===== src/sample_mean_min_max_stddev_macros.svh =====
// ----------------------------------------------------------------------------
// sample statistics assertion macros
// shared property wrappers for the block level checks
// ----------------------------------------------------------------------------
`ifndef SAMPLE_MEAN_MIN_MAX_STDDEV_MACROS_SVH
`define SAMPLE_MEAN_MIN_MAX_STDDEV_MACROS_SVH

// same-cycle implication
`define SMMS_ASSERT_IMP(lbl, clk, rst_n, ante, cons, msg) \
  lbl: assert property (@(posedge clk) disable iff (!rst_n) (ante) |-> (cons)) \
    else $error(msg);

// next-cycle implication
`define SMMS_ASSERT_NXT(lbl, clk, rst_n, ante, cons, msg) \
  lbl: assert property (@(posedge clk) disable iff (!rst_n) (ante) |=> (cons)) \
    else $error(msg);

`endif


===== src/smms_pkg.sv =====
// ----------------------------------------------------------------------------
// smms_pkg
// shared widths, types and sequencer states of the sample statistics block
// ----------------------------------------------------------------------------
package smms_pkg;

  localparam int unsigned SAMPLE_W     = 16;
  localparam int unsigned COUNT_OUT_W  = 5;
  localparam int unsigned MEAN_W       = 24;
  localparam int unsigned DEV_W        = 24;
  localparam int unsigned MAX_KEPT_DEF = 16;

  typedef struct packed {
    logic signed [SAMPLE_W-1:0] sample;
    logic                       last;
  } item_t;

  typedef struct packed {
    logic busy;
    logic done;
  } unit_stat_t;

  typedef enum logic [3:0] {
    ST_ACC,
    ST_MEAN,
    ST_MEAN_W,
    ST_PASS,
    ST_VAR,
    ST_VAR_W,
    ST_ROOT,
    ST_ROOT_W,
    ST_EMIT
  } smms_state_e;

endpackage


===== src/smms_front.sv =====
// ----------------------------------------------------------------------------
// smms_front
// input side: takes sample beats and queues them for the back end
// ----------------------------------------------------------------------------
module smms_front import smms_pkg::*; (
  input  logic  clk_i,
  input  logic  rst_ni,
  input  logic  in_valid_i,
  output logic  in_ready_o,
  input  item_t in_item_i,
  input  logic  pop_i,
  output logic  q_valid_o,
  output item_t q_item_o
);

  item_t       ent_q [2];
  logic        wr_ptr_q, wr_ptr_d;
  logic        rd_ptr_q, rd_ptr_d;
  logic [1:0]  cnt_q, cnt_d;
  logic        push, pop;

  assign in_ready_o = (cnt_q != 2'd2);
  assign q_valid_o  = (cnt_q != 2'd0);
  assign q_item_o   = ent_q[rd_ptr_q];

  assign push = in_valid_i && in_ready_o;
  assign pop  = pop_i && q_valid_o;

  always_comb begin
    wr_ptr_d = push ? ~wr_ptr_q : wr_ptr_q;
    rd_ptr_d = pop ? ~rd_ptr_q : rd_ptr_q;
    cnt_d    = cnt_q;
    if (push && !pop) begin
      cnt_d = cnt_q + 2'd1;
    end else if (pop && !push) begin
      cnt_d = cnt_q - 2'd1;
    end
  end

  always_ff @(posedge clk_i or negedge rst_ni) begin
    if (!rst_ni) begin
      wr_ptr_q <= 1'b0;
      rd_ptr_q <= 1'b0;
      cnt_q    <= 2'd0;
    end else begin
      wr_ptr_q <= wr_ptr_d;
      rd_ptr_q <= rd_ptr_d;
      cnt_q    <= cnt_d;
    end
  end

  always_ff @(posedge clk_i) begin
    if (push) begin
      ent_q[wr_ptr_q] <= in_item_i;
    end
  end

endmodule


===== src/smms_div.sv =====
// ----------------------------------------------------------------------------
// smms_div
// restoring unsigned divider, one quotient bit per cycle
// ----------------------------------------------------------------------------
module smms_div import smms_pkg::*; #(
  parameter int unsigned W  = 56,
  parameter int unsigned DW = 5
) (
  input  logic          clk_i,
  input  logic          rst_ni,
  input  logic          start_i,
  input  logic [W-1:0]  num_i,
  input  logic [DW-1:0] den_i,
  output logic [W-1:0]  quot_o,
  output unit_stat_t    stat_o
);

  localparam int unsigned STEP_W = $clog2(W + 1);

  logic [W-1:0]      quo_q, quo_d;
  logic [DW-1:0]     rem_q, rem_d;
  logic [DW-1:0]     den_q;
  logic [STEP_W-1:0] step_q, step_d;
  logic              done_q, done_d;
  logic [DW:0]       shifted;
  logic              ge;
  logic              busy;

  assign busy    = (step_q != '0);
  assign shifted = {rem_q, quo_q[W-1]};
  assign ge      = (shifted >= {1'b0, den_q});

  always_comb begin
    quo_d  = quo_q;
    rem_d  = rem_q;
    step_d = step_q;
    done_d = 1'b0;
    if (start_i) begin
      quo_d  = num_i;
      rem_d  = '0;
      step_d = STEP_W'(W);
    end else if (busy) begin
      quo_d  = {quo_q[W-2:0], ge};
      rem_d  = ge ? DW'(shifted - {1'b0, den_q}) : shifted[DW-1:0];
      step_d = step_q - STEP_W'(1);
      done_d = (step_q == STEP_W'(1));
    end
  end

  always_ff @(posedge clk_i or negedge rst_ni) begin
    if (!rst_ni) begin
      step_q <= '0;
      done_q <= 1'b0;
    end else begin
      step_q <= step_d;
      done_q <= done_d;
    end
  end

  always_ff @(posedge clk_i) begin
    quo_q <= quo_d;
    rem_q <= rem_d;
    if (start_i) begin
      den_q <= den_i;
    end
  end

  assign quot_o      = quo_q;
  assign stat_o.busy = busy;
  assign stat_o.done = done_q;

endmodule


===== src/smms_sqrt.sv =====
// ----------------------------------------------------------------------------
// smms_sqrt
// digit-by-digit integer square root, one result bit per cycle
// ----------------------------------------------------------------------------
module smms_sqrt import smms_pkg::*; #(
  parameter int unsigned W = 56
) (
  input  logic         clk_i,
  input  logic         rst_ni,
  input  logic         start_i,
  input  logic [W-1:0] rad_i,
  output logic [W-1:0] root_o,
  output unit_stat_t   stat_o
);

  logic [W-1:0] v_q, v_d;
  logic [W-1:0] root_q, root_d;
  logic [W-1:0] bit_q, bit_d;
  logic         busy_q, busy_d;
  logic         done_q, done_d;
  logic [W:0]   trial;
  logic         ge;

  assign trial = {1'b0, root_q} + {1'b0, bit_q};
  assign ge    = ({1'b0, v_q} >= trial);

  always_comb begin
    v_d    = v_q;
    root_d = root_q;
    bit_d  = bit_q;
    busy_d = busy_q;
    done_d = 1'b0;
    if (start_i) begin
      v_d    = rad_i;
      root_d = '0;
      bit_d  = W'(1) << (W - 2);
      busy_d = 1'b1;
    end else if (busy_q) begin
      if (ge) begin
        v_d    = v_q - trial[W-1:0];
        root_d = (root_q >> 1) + bit_q;
      end else begin
        root_d = root_q >> 1;
      end
      bit_d = bit_q >> 2;
      if (bit_q[0]) begin
        busy_d = 1'b0;
        done_d = 1'b1;
      end
    end
  end

  always_ff @(posedge clk_i or negedge rst_ni) begin
    if (!rst_ni) begin
      busy_q <= 1'b0;
      done_q <= 1'b0;
    end else begin
      busy_q <= busy_d;
      done_q <= done_d;
    end
  end

  always_ff @(posedge clk_i) begin
    v_q    <= v_d;
    root_q <= root_d;
    bit_q  <= bit_d;
  end

  assign root_o      = root_q;
  assign stat_o.busy = busy_q;
  assign stat_o.done = done_q;

endmodule


===== src/smms_back.sv =====
// ----------------------------------------------------------------------------
// smms_back
// back end: accumulates kept samples, then mean, deviation pass, variance
// division and square root, and holds the result beat
// ----------------------------------------------------------------------------
module smms_back import smms_pkg::*; #(
  parameter int unsigned MAX_KEPT = MAX_KEPT_DEF
) (
  input  logic                          clk_i,
  input  logic                          rst_ni,
  input  logic                          q_valid_i,
  input  item_t                         q_item_i,
  output logic                          pop_o,
  output logic                          out_valid_o,
  input  logic                          out_ready_i,
  output logic        [COUNT_OUT_W-1:0] sample_count_o,
  output logic signed [SAMPLE_W-1:0]    maximum_o,
  output logic signed [SAMPLE_W-1:0]    minimum_o,
  output logic signed [MEAN_W-1:0]      mean_scaled_o,
  output logic        [DEV_W-1:0]       deviation_scaled_o,
  output logic                          overflowed_o
);

  localparam int unsigned CNT_W  = $clog2(MAX_KEPT + 1);
  localparam int unsigned IDX_W  = (MAX_KEPT > 1) ? $clog2(MAX_KEPT) : 1;
  localparam int unsigned SUM_W  = SAMPLE_W + CNT_W;
  localparam int unsigned D_W    = MEAN_W + 1;
  localparam int unsigned SQ_W   = 2 * D_W;
  localparam int unsigned ACC_W  = SQ_W + CNT_W;
  localparam int unsigned UNIT_W = ACC_W + (ACC_W % 2);

  smms_state_e state_q, state_d;

  logic signed [SAMPLE_W-1:0] store [MAX_KEPT];

  logic        [CNT_W-1:0]    cnt_q, cnt_d;
  logic signed [SUM_W-1:0]    sum_q, sum_d;
  logic signed [SAMPLE_W-1:0] max_q, max_d;
  logic signed [SAMPLE_W-1:0] min_q, min_d;
  logic                       drop_q, drop_d;
  logic signed [MEAN_W-1:0]   mean_q;

  logic        [CNT_W-1:0]    rp_q;
  logic                       rdv_q, sqv_q;
  logic signed [SAMPLE_W-1:0] rd_data_q;
  logic        [SQ_W-1:0]     sq_q;
  logic        [ACC_W-1:0]    acc_q;

  logic                       out_valid_q;
  logic        [COUNT_OUT_W-1:0] cnt_out_q;
  logic signed [SAMPLE_W-1:0] max_out_q, min_out_q;
  logic signed [MEAN_W-1:0]   mean_out_q;
  logic        [DEV_W-1:0]    dev_out_q;
  logic                       drop_out_q;

  logic                       pop, keep, first, emit_ok, emit;
  logic                       div_start, root_start, clr_pass, pass_run;
  logic                       rd_en, pass_done;
  logic                       sum_neg;
  logic        [SUM_W-1:0]    sum_mag;
  logic        [UNIT_W-1:0]   div_num;
  logic        [UNIT_W-1:0]   quot;
  logic        [UNIT_W-1:0]   root;
  logic        [MEAN_W-1:0]   mean_mag;
  logic signed [D_W-1:0]      diff;
  logic        [D_W-1:0]      diff_mag;
  unit_stat_t                 div_stat, root_stat;

  // next state
  always_comb begin
    state_d = state_q;
    case (state_q)
      ST_ACC: begin
        if (q_valid_i && q_item_i.last) begin
          state_d = ST_MEAN;
        end
      end
      ST_MEAN:   state_d = ST_MEAN_W;
      ST_MEAN_W: begin
        if (div_stat.done) begin
          state_d = ST_PASS;
        end
      end
      ST_PASS: begin
        if (pass_done) begin
          state_d = ST_VAR;
        end
      end
      ST_VAR:    state_d = ST_VAR_W;
      ST_VAR_W: begin
        if (div_stat.done) begin
          state_d = ST_ROOT;
        end
      end
      ST_ROOT:   state_d = ST_ROOT_W;
      ST_ROOT_W: begin
        if (root_stat.done) begin
          state_d = ST_EMIT;
        end
      end
      ST_EMIT: begin
        if (emit_ok) begin
          state_d = ST_ACC;
        end
      end
      default:   state_d = ST_ACC;
    endcase
  end

  // sequencer outputs
  always_comb begin
    pop        = 1'b0;
    div_start  = 1'b0;
    root_start = 1'b0;
    clr_pass   = 1'b0;
    pass_run   = 1'b0;
    emit       = 1'b0;
    case (state_q)
      ST_ACC:  pop        = q_valid_i;
      ST_MEAN: begin
        div_start = 1'b1;
        clr_pass  = 1'b1;
      end
      ST_PASS: pass_run   = 1'b1;
      ST_VAR:  div_start  = 1'b1;
      ST_ROOT: root_start = 1'b1;
      ST_EMIT: emit       = emit_ok;
      default: pop        = 1'b0;
    endcase
  end

  assign pop_o   = pop;
  assign emit_ok = !out_valid_q || out_ready_i;

  // accumulation of kept samples
  assign keep  = pop && (cnt_q != CNT_W'(MAX_KEPT));
  assign first = (cnt_q == '0);

  always_comb begin
    cnt_d  = cnt_q;
    sum_d  = sum_q;
    max_d  = max_q;
    min_d  = min_q;
    drop_d = drop_q;
    if (emit) begin
      cnt_d  = '0;
      sum_d  = '0;
      drop_d = 1'b0;
    end else if (keep) begin
      cnt_d = cnt_q + CNT_W'(1);
      sum_d = sum_q + SUM_W'(q_item_i.sample);
      if (first || (q_item_i.sample > max_q)) begin
        max_d = q_item_i.sample;
      end
      if (first || (q_item_i.sample < min_q)) begin
        min_d = q_item_i.sample;
      end
    end else if (pop) begin
      drop_d = 1'b1;
    end
  end

  always_ff @(posedge clk_i or negedge rst_ni) begin
    if (!rst_ni) begin
      state_q <= ST_ACC;
      cnt_q   <= '0;
      sum_q   <= '0;
      drop_q  <= 1'b0;
    end else begin
      state_q <= state_d;
      cnt_q   <= cnt_d;
      sum_q   <= sum_d;
      drop_q  <= drop_d;
    end
  end

  always_ff @(posedge clk_i) begin
    max_q <= max_d;
    min_q <= min_d;
  end

  always_ff @(posedge clk_i) begin
    if (keep) begin
      store[cnt_q[IDX_W-1:0]] <= q_item_i.sample;
    end
  end

  // shared divider: scaled sum first, then squared deviations
  assign sum_neg  = sum_q[SUM_W-1];
  assign sum_mag  = sum_neg ? SUM_W'(-sum_q) : SUM_W'(sum_q);
  assign div_num  = (state_q == ST_MEAN) ? UNIT_W'({sum_mag, 8'h00}) : UNIT_W'(acc_q);
  assign mean_mag = quot[MEAN_W-1:0];

  smms_div #(
    .W  (UNIT_W),
    .DW (CNT_W)
  ) u_div (
    .clk_i   (clk_i),
    .rst_ni  (rst_ni),
    .start_i (div_start),
    .num_i   (div_num),
    .den_i   (cnt_q),
    .quot_o  (quot),
    .stat_o  (div_stat)
  );

  always_ff @(posedge clk_i) begin
    if ((state_q == ST_MEAN_W) && div_stat.done) begin
      mean_q <= sum_neg ? $signed(-mean_mag) : $signed(mean_mag);
    end
  end

  // deviation pass over the store
  assign rd_en     = pass_run && (rp_q != cnt_q);
  assign pass_done = pass_run && (rp_q == cnt_q) && !rdv_q && !sqv_q;
  assign diff      = $signed({{(D_W-MEAN_W){rd_data_q[SAMPLE_W-1]}}, rd_data_q, 8'h00})
                   - D_W'(mean_q);
  assign diff_mag  = diff[D_W-1] ? D_W'(-diff) : D_W'(diff);

  always_ff @(posedge clk_i or negedge rst_ni) begin
    if (!rst_ni) begin
      rdv_q <= 1'b0;
      sqv_q <= 1'b0;
    end else begin
      rdv_q <= rd_en;
      sqv_q <= rdv_q;
    end
  end

  always_ff @(posedge clk_i) begin
    if (rd_en) begin
      rd_data_q <= store[rp_q[IDX_W-1:0]];
    end
    sq_q <= diff_mag * diff_mag;
    if (clr_pass) begin
      rp_q  <= '0;
      acc_q <= '0;
    end else begin
      if (rd_en) begin
        rp_q <= rp_q + CNT_W'(1);
      end
      if (sqv_q) begin
        acc_q <= acc_q + ACC_W'(sq_q);
      end
    end
  end

  smms_sqrt #(
    .W (UNIT_W)
  ) u_sqrt (
    .clk_i   (clk_i),
    .rst_ni  (rst_ni),
    .start_i (root_start),
    .rad_i   (quot),
    .root_o  (root),
    .stat_o  (root_stat)
  );

  // result register
  always_ff @(posedge clk_i or negedge rst_ni) begin
    if (!rst_ni) begin
      out_valid_q <= 1'b0;
    end else if (emit) begin
      out_valid_q <= 1'b1;
    end else if (out_ready_i) begin
      out_valid_q <= 1'b0;
    end
  end

  always_ff @(posedge clk_i) begin
    if (emit) begin
      cnt_out_q  <= COUNT_OUT_W'(cnt_q);
      max_out_q  <= max_q;
      min_out_q  <= min_q;
      mean_out_q <= mean_q;
      dev_out_q  <= root[DEV_W-1:0];
      drop_out_q <= drop_q;
    end
  end

  assign out_valid_o        = out_valid_q;
  assign sample_count_o     = cnt_out_q;
  assign maximum_o          = max_out_q;
  assign minimum_o          = min_out_q;
  assign mean_scaled_o      = mean_out_q;
  assign deviation_scaled_o = dev_out_q;
  assign overflowed_o       = drop_out_q;

endmodule


===== src/sample_mean_min_max_stddev.sv =====
// ----------------------------------------------------------------------------
// sample_mean_min_max_stddev
// block statistics over signed 16-bit samples: count, max, min, mean and
// population standard deviation, both scaled by 256
//
// samples come in on the in channel, one per beat, with last_sample_i set on
// the final beat of a block; one result beat leaves on the out channel per
// block. up to MAX_KEPT samples are kept; later ones are dropped and flag
// overflowed_o. a two-entry queue takes samples while the back end works.
// the back end takes a plain sample straight from the queue. to close a
// block, over an internal width W = 50 + clog2(MAX_KEPT+1) rounded up to
// even (56 at MAX_KEPT = 16), the one-bit-per-cycle divider runs twice
// (mean, variance), the deviation pass reads the store one entry a cycle
// and the square root makes one result bit a cycle.
// the result waits in an output register while the receiver stalls; the
// next block's samples keep flowing in until the queue fills behind a
// second finished block. reset clears the running state and drops any
// pending result; the sample store needs no clearing.
// ----------------------------------------------------------------------------
`include "sample_mean_min_max_stddev_macros.svh"

module sample_mean_min_max_stddev import smms_pkg::*; #(
  parameter int unsigned MAX_KEPT = MAX_KEPT_DEF
) (
  input  logic                          clk_i,
  input  logic                          rst_ni,
  input  logic                          in_valid_i,
  output logic                          in_ready_o,
  input  logic signed [SAMPLE_W-1:0]    sample_i,
  input  logic                          last_sample_i,
  output logic                          out_valid_o,
  input  logic                          out_ready_i,
  output logic        [COUNT_OUT_W-1:0] sample_count_o,
  output logic signed [SAMPLE_W-1:0]    maximum_o,
  output logic signed [SAMPLE_W-1:0]    minimum_o,
  output logic signed [MEAN_W-1:0]      mean_scaled_o,
  output logic        [DEV_W-1:0]       deviation_scaled_o,
  output logic                          overflowed_o
);

  item_t in_item;
  item_t q_item;
  logic  q_valid;
  logic  pop;

  assign in_item.sample = sample_i;
  assign in_item.last   = last_sample_i;

  smms_front u_front (
    .clk_i      (clk_i),
    .rst_ni     (rst_ni),
    .in_valid_i (in_valid_i),
    .in_ready_o (in_ready_o),
    .in_item_i  (in_item),
    .pop_i      (pop),
    .q_valid_o  (q_valid),
    .q_item_o   (q_item)
  );

  smms_back #(
    .MAX_KEPT (MAX_KEPT)
  ) u_back (
    .clk_i              (clk_i),
    .rst_ni             (rst_ni),
    .q_valid_i          (q_valid),
    .q_item_i           (q_item),
    .pop_o              (pop),
    .out_valid_o        (out_valid_o),
    .out_ready_i        (out_ready_i),
    .sample_count_o     (sample_count_o),
    .maximum_o          (maximum_o),
    .minimum_o          (minimum_o),
    .mean_scaled_o      (mean_scaled_o),
    .deviation_scaled_o (deviation_scaled_o),
    .overflowed_o       (overflowed_o)
  );

  `SMMS_ASSERT_IMP(a_max_ge_min, clk_i, rst_ni, out_valid_o, maximum_o >= minimum_o, "max below min")

  `SMMS_ASSERT_IMP(a_mean_in_range, clk_i, rst_ni, out_valid_o, ($signed({minimum_o, 8'h00}) <= mean_scaled_o) && (mean_scaled_o <= $signed({maximum_o, 8'h00})), "mean outside min/max")

  `SMMS_ASSERT_IMP(a_drop_full, clk_i, rst_ni, out_valid_o && overflowed_o, sample_count_o == COUNT_OUT_W'(MAX_KEPT), "drop with store not full")

endmodule

===== config.mk =====
export PLATFORM = sky130hd
export DESIGN_NAME = sample_mean_min_max_stddev
export DESIGN_NICKNAME = d
export VERILOG_FILES = /design/src/smms_pkg.sv /design/src/smms_front.sv /design/src/smms_div.sv /design/src/smms_sqrt.sv /design/src/smms_back.sv /design/src/sample_mean_min_max_stddev.sv
export VERILOG_INCLUDE_DIRS = /design/src /design/src/src
export SDC_FILE = /design/constraint.sdc
export NUM_CORES = 2
export LEC_CHECK = 0
export ABC_AREA = 1
export BUFFER_PORTS_ARGS = -buffer_cell sky130_fd_sc_hd__buf_2
export CORE_MARGIN = 3
export CORE_UTILIZATION = 66
export DETAILED_ROUTE_END_ITERATION = 10
export PLACE_DENSITY = 0.83
export SLEW_MARGIN = 20
export SYNTH_ARGS = -nofsm -noshare
export SYNTH_HDL_FRONTEND = slang
export SYNTH_SLANG_ARGS = --single-unit

===== constraint.sdc =====
create_clock -name clk_i -period 22.3 [get_ports clk_i]
set_clock_uncertainty 0.2 [all_clocks]
set_input_delay 2.23 -clock clk_i [delete_from_list [all_inputs] [get_ports clk_i]]
set_output_delay 2.23 -clock clk_i [all_outputs]
set_load 0.05 [all_outputs]

==> run_results.csv <==
group,metric,value,unit
run_status,status,"complete, no violations",
placement,dp_hpwl,162,mm
worst_setup_path,worstSetupPathType,"register to register",
detailed_routing,drt_iter0_markers,6304,
global_routing,use_met1,53.1,%
clock_network,cts_hold_buffers,0,
layout,regArea,22100,um^2
layout,drive_above_1_share,5.88,%
detailed_routing,first_pass_iters,6,
detailed_routing,vias_per_cell,6.11,
synth,async_reset_ff_share,5.80,%
worst_setup_path,r2r_setup_slack,12.19,ns
synth,synth.ff_latch_count,810,
synth,post_synth_and_or_nand_nor_area_fraction,18.8,%
clock_network,clkTransAtPathRegs,0.06,ns
detailed_routing,wl_per_cell,22.6,um
synth,synth_enable_flop_cells,565,
synth,syn_inst,7946,
clock_network,cts_tree,"yes",
synth,syn_area_per_cell,8.28,um^2
synth,syn_area,65800,um^2
sta,min_period_over_period,45.3,%
synth,synthXorXnorAreaFrac,3.70,%
detailed_routing,final_antenna_net_count,0,
worst_setup_path,cp-start-kind,"register",
clock_network,root_buffer,"clkbuf_16",
sta,rsz0062_at_grt,"false",
synth,synth_compound_area_share,11.8,%
synth,synth_most_common_cell,"nand2_1",
worst_setup_path,end_kind,"register",
layout,fillers,7546,
synth,synthFlopType,"edfxtp_1",
layout,fin_nets,8946,
synth,yosys.area.top_type,"edfxtp_1",
sta,slew_violations,0,
floorplanning,initial_core_util,66.7,%
global_routing,grt_max_degree,99,
placement,port_buffers,108,
clock_network,cts_buffer_depth,3,
clock_network,clk_latency,0.71,ns
placement,place.gp.congestion,1.06,
sta,fmax,98.9,MHz
layout,multi_input_area,37500,um^2
synth,yosys_warnings,0,
clock_network,post-cts-setup-buffer-count,0,
floorplanning,die_w,322,um
min_path,hp-class,"register to register",
synth,seq_area_frac_synth,33.6,%
global_routing,gr-total-overflow,0,
detailed_routing,via_count,57300,
synth,synthTopCellsByCount,"nand2_1 (1435), inv_1 (1359), nor2_1 (896), edfxtp_1 (565), o21ai_0 (561)",
worst_setup_path,cp_slowest_cell,"fa_1",
worst_setup_path,critPathTopFamily,"adder cells",
global_routing,antenna_found_initial,10,
layout,fin_area,70500,um^2
clock_network,cts.sink_count,810,
worst_setup_path,cp.arrival,10.49,ns
synth,yosys-mux-area-fraction,0.0171,%
sta,final.setup.tns,0,ns
global_routing,grt_pass1_wl,324,mm
sta,slew_headroom,23.9,%
floorplanning,rows,115,
floorplanning,die-area,103000,um^2
worst_setup_path,path_buf_inv,5,
clock_network,cts_max_level,3,
global_routing,met2_usage,66.3,%
detailed_routing,drc,0,
sta,period_needed,10.11,ns
clock_network,postCtsResizedCells,0,
worst_setup_path,cpPeakStageDelay,0.62,ns
sta,hold_violations,0,
global_routing,busiest_layer,"met2",
run,maxCapViolations,0,
synth,synth.area.top_cells,"edfxtp_1 (26%), fa_1 (14%), ha_1 (8.2%)",
floorplanning,io_pins,109,
synth,synthAdderAreaFrac,22.6,%
floorplanning,die_h,322,um
worst_setup_path,path_max_fanout,29,
worst_setup_path,cp_common_cell,"nand2_1",
placement,placement.cell_area,67600,um^2
synth,synthDistinctLibCells,66,
global_routing,grt.met3_usage,7.39,%
sta,setup_viol,0,
synth,netlist.area_leader.share,25.8,%
clock_network,cts_buffers,86,
sta,tightest_slew,1.14,ns
worst_setup_path,required,22.68,ns
global_routing,grtUsageTotal,40.8,%
layout,syn_to_final_growth,7.19,%
synth,synth_top_family_by_area,"adder cells",
floorplanning,core-area,98600,um^2
global_routing,first_global_vias,56900,
detailed_routing,wl,212,mm
path summary, 6_finish.rpt:
kind,cells after the start,from,to
worst min register to register,0,u_back.rdv_q,u_back.sqv_q
max in group asynchronous,2,rst_ni,u_back.sum_q[10]
min in group asynchronous,2,rst_ni,u_back.u_sqrt.busy_q
worst max-delay path,34,u_back.mean_q[0],u_back.sq_q[43]
worst max register to register,34,u_back.mean_q[0],u_back.sq_q[43]
worst min-delay path,0,u_back.rdv_q,u_back.sqv_q
state kept, by name (all words and copies together) (netlist names), 28 cells and up:
signal / flops
u_back.store: 256
u_back.u_div.quot_o: 56
u_back.u_sqrt.root_o: 56
u_back.u_sqrt.v_q: 56
u_back.acc_q: 55
u_back.sq_q: 49
u_front.ent_q: 34
u_back.u_sqrt.bit_q: 28
final cells by class:
class                           count  area share [%]
Clock buffer                      112            3.30
Tap cell                         1287            2.28
Antenna cell                        1         0.00355
Inverter                         1405            7.51
Multi-Input combinational cell   5544            53.2
Timing Repair Buffer              175            1.51
Clock inverter                     47           0.790
Sequential cell                   810            31.4
stage by stage:
stage	hold WS (ns)	setup WS, ns	instances	util, %
final	0.185	12.19	9381	71.5
after global routing	0.200	11.63	9380	71.5
after CTS	0.180	12.40	9380	71.5
after detailed placement	0.166	12.38	9221	68.6
after global placement	0.161	12.53	9220	68.5
after floorplan	0.155	13.93	7963	-
layout by cell type (no fill, tap or decap), types with 35 or more instances in the layout:
| cell type | count |
|---|---|
| dfxtp_1 | 196 |
| ha_1 | 431 |
| clkbuf_16 | 87 |
| a21oi_1 | 491 |
| inv_2 | 42 |
| a21o_1 | 35 |
| buf_4 | 66 |
| o22ai_1 | 69 |
| inv_1 | 1354 |
| nand3_1 | 364 |
| xnor2_1 | 89 |
| o21ai_0 | 560 |
| nor2_1 | 891 |
| nor3_1 | 60 |
| a31oi_1 | 43 |
| nand2_1 | 1432 |
| nand4_1 | 79 |
| dfrtp_1 | 46 |
| xor2_1 | 165 |
| fa_1 | 472 |
| o221ai_1 | 37 |
| edfxtp_1 | 565 |
| buf_2 | 108 |
cells by family (layout without fill, tap and decap cells):
group | after synthesis | in the layout
buffers and inverters | 1609 | 1739
other | 2 | 20
AND/OR/NAND/NOR | 2965 | 2965
multiplexers | 1 | 1
adder cells (fa/ha/maj) | 903 | 903
flip-flops | 810 | 810
XOR/XNOR | 264 | 264
AO/OA/AOI/OAI | 1392 | 1392
metal layers:
| layer | wire (um) | vias up |
|---|---|---|
| li1 | - | 26000 |
| met1 | 80900 | 27300 |
| met2 | 97700 | 3299 |
| met3 | 21100 | 707 |
| met4 | 12000 | 8 |
| met5 | 57 | - |
worst reg2reg max path: cells and delay by family (launching register included):
family	cells	cell delay, ns
adder cells (fa/ha/maj)	9	4.54
XOR/XNOR	2	0.52
buffers and inverters	5	0.65
AND/OR/NAND/NOR	13	2.44
flip-flops	1	0.50
AO/OA/AOI/OAI	5	1.13
Power is left out: the tool's default activity adds up to more than one toggle a clock period on the data nets, which glitch-free logic cannot reach.
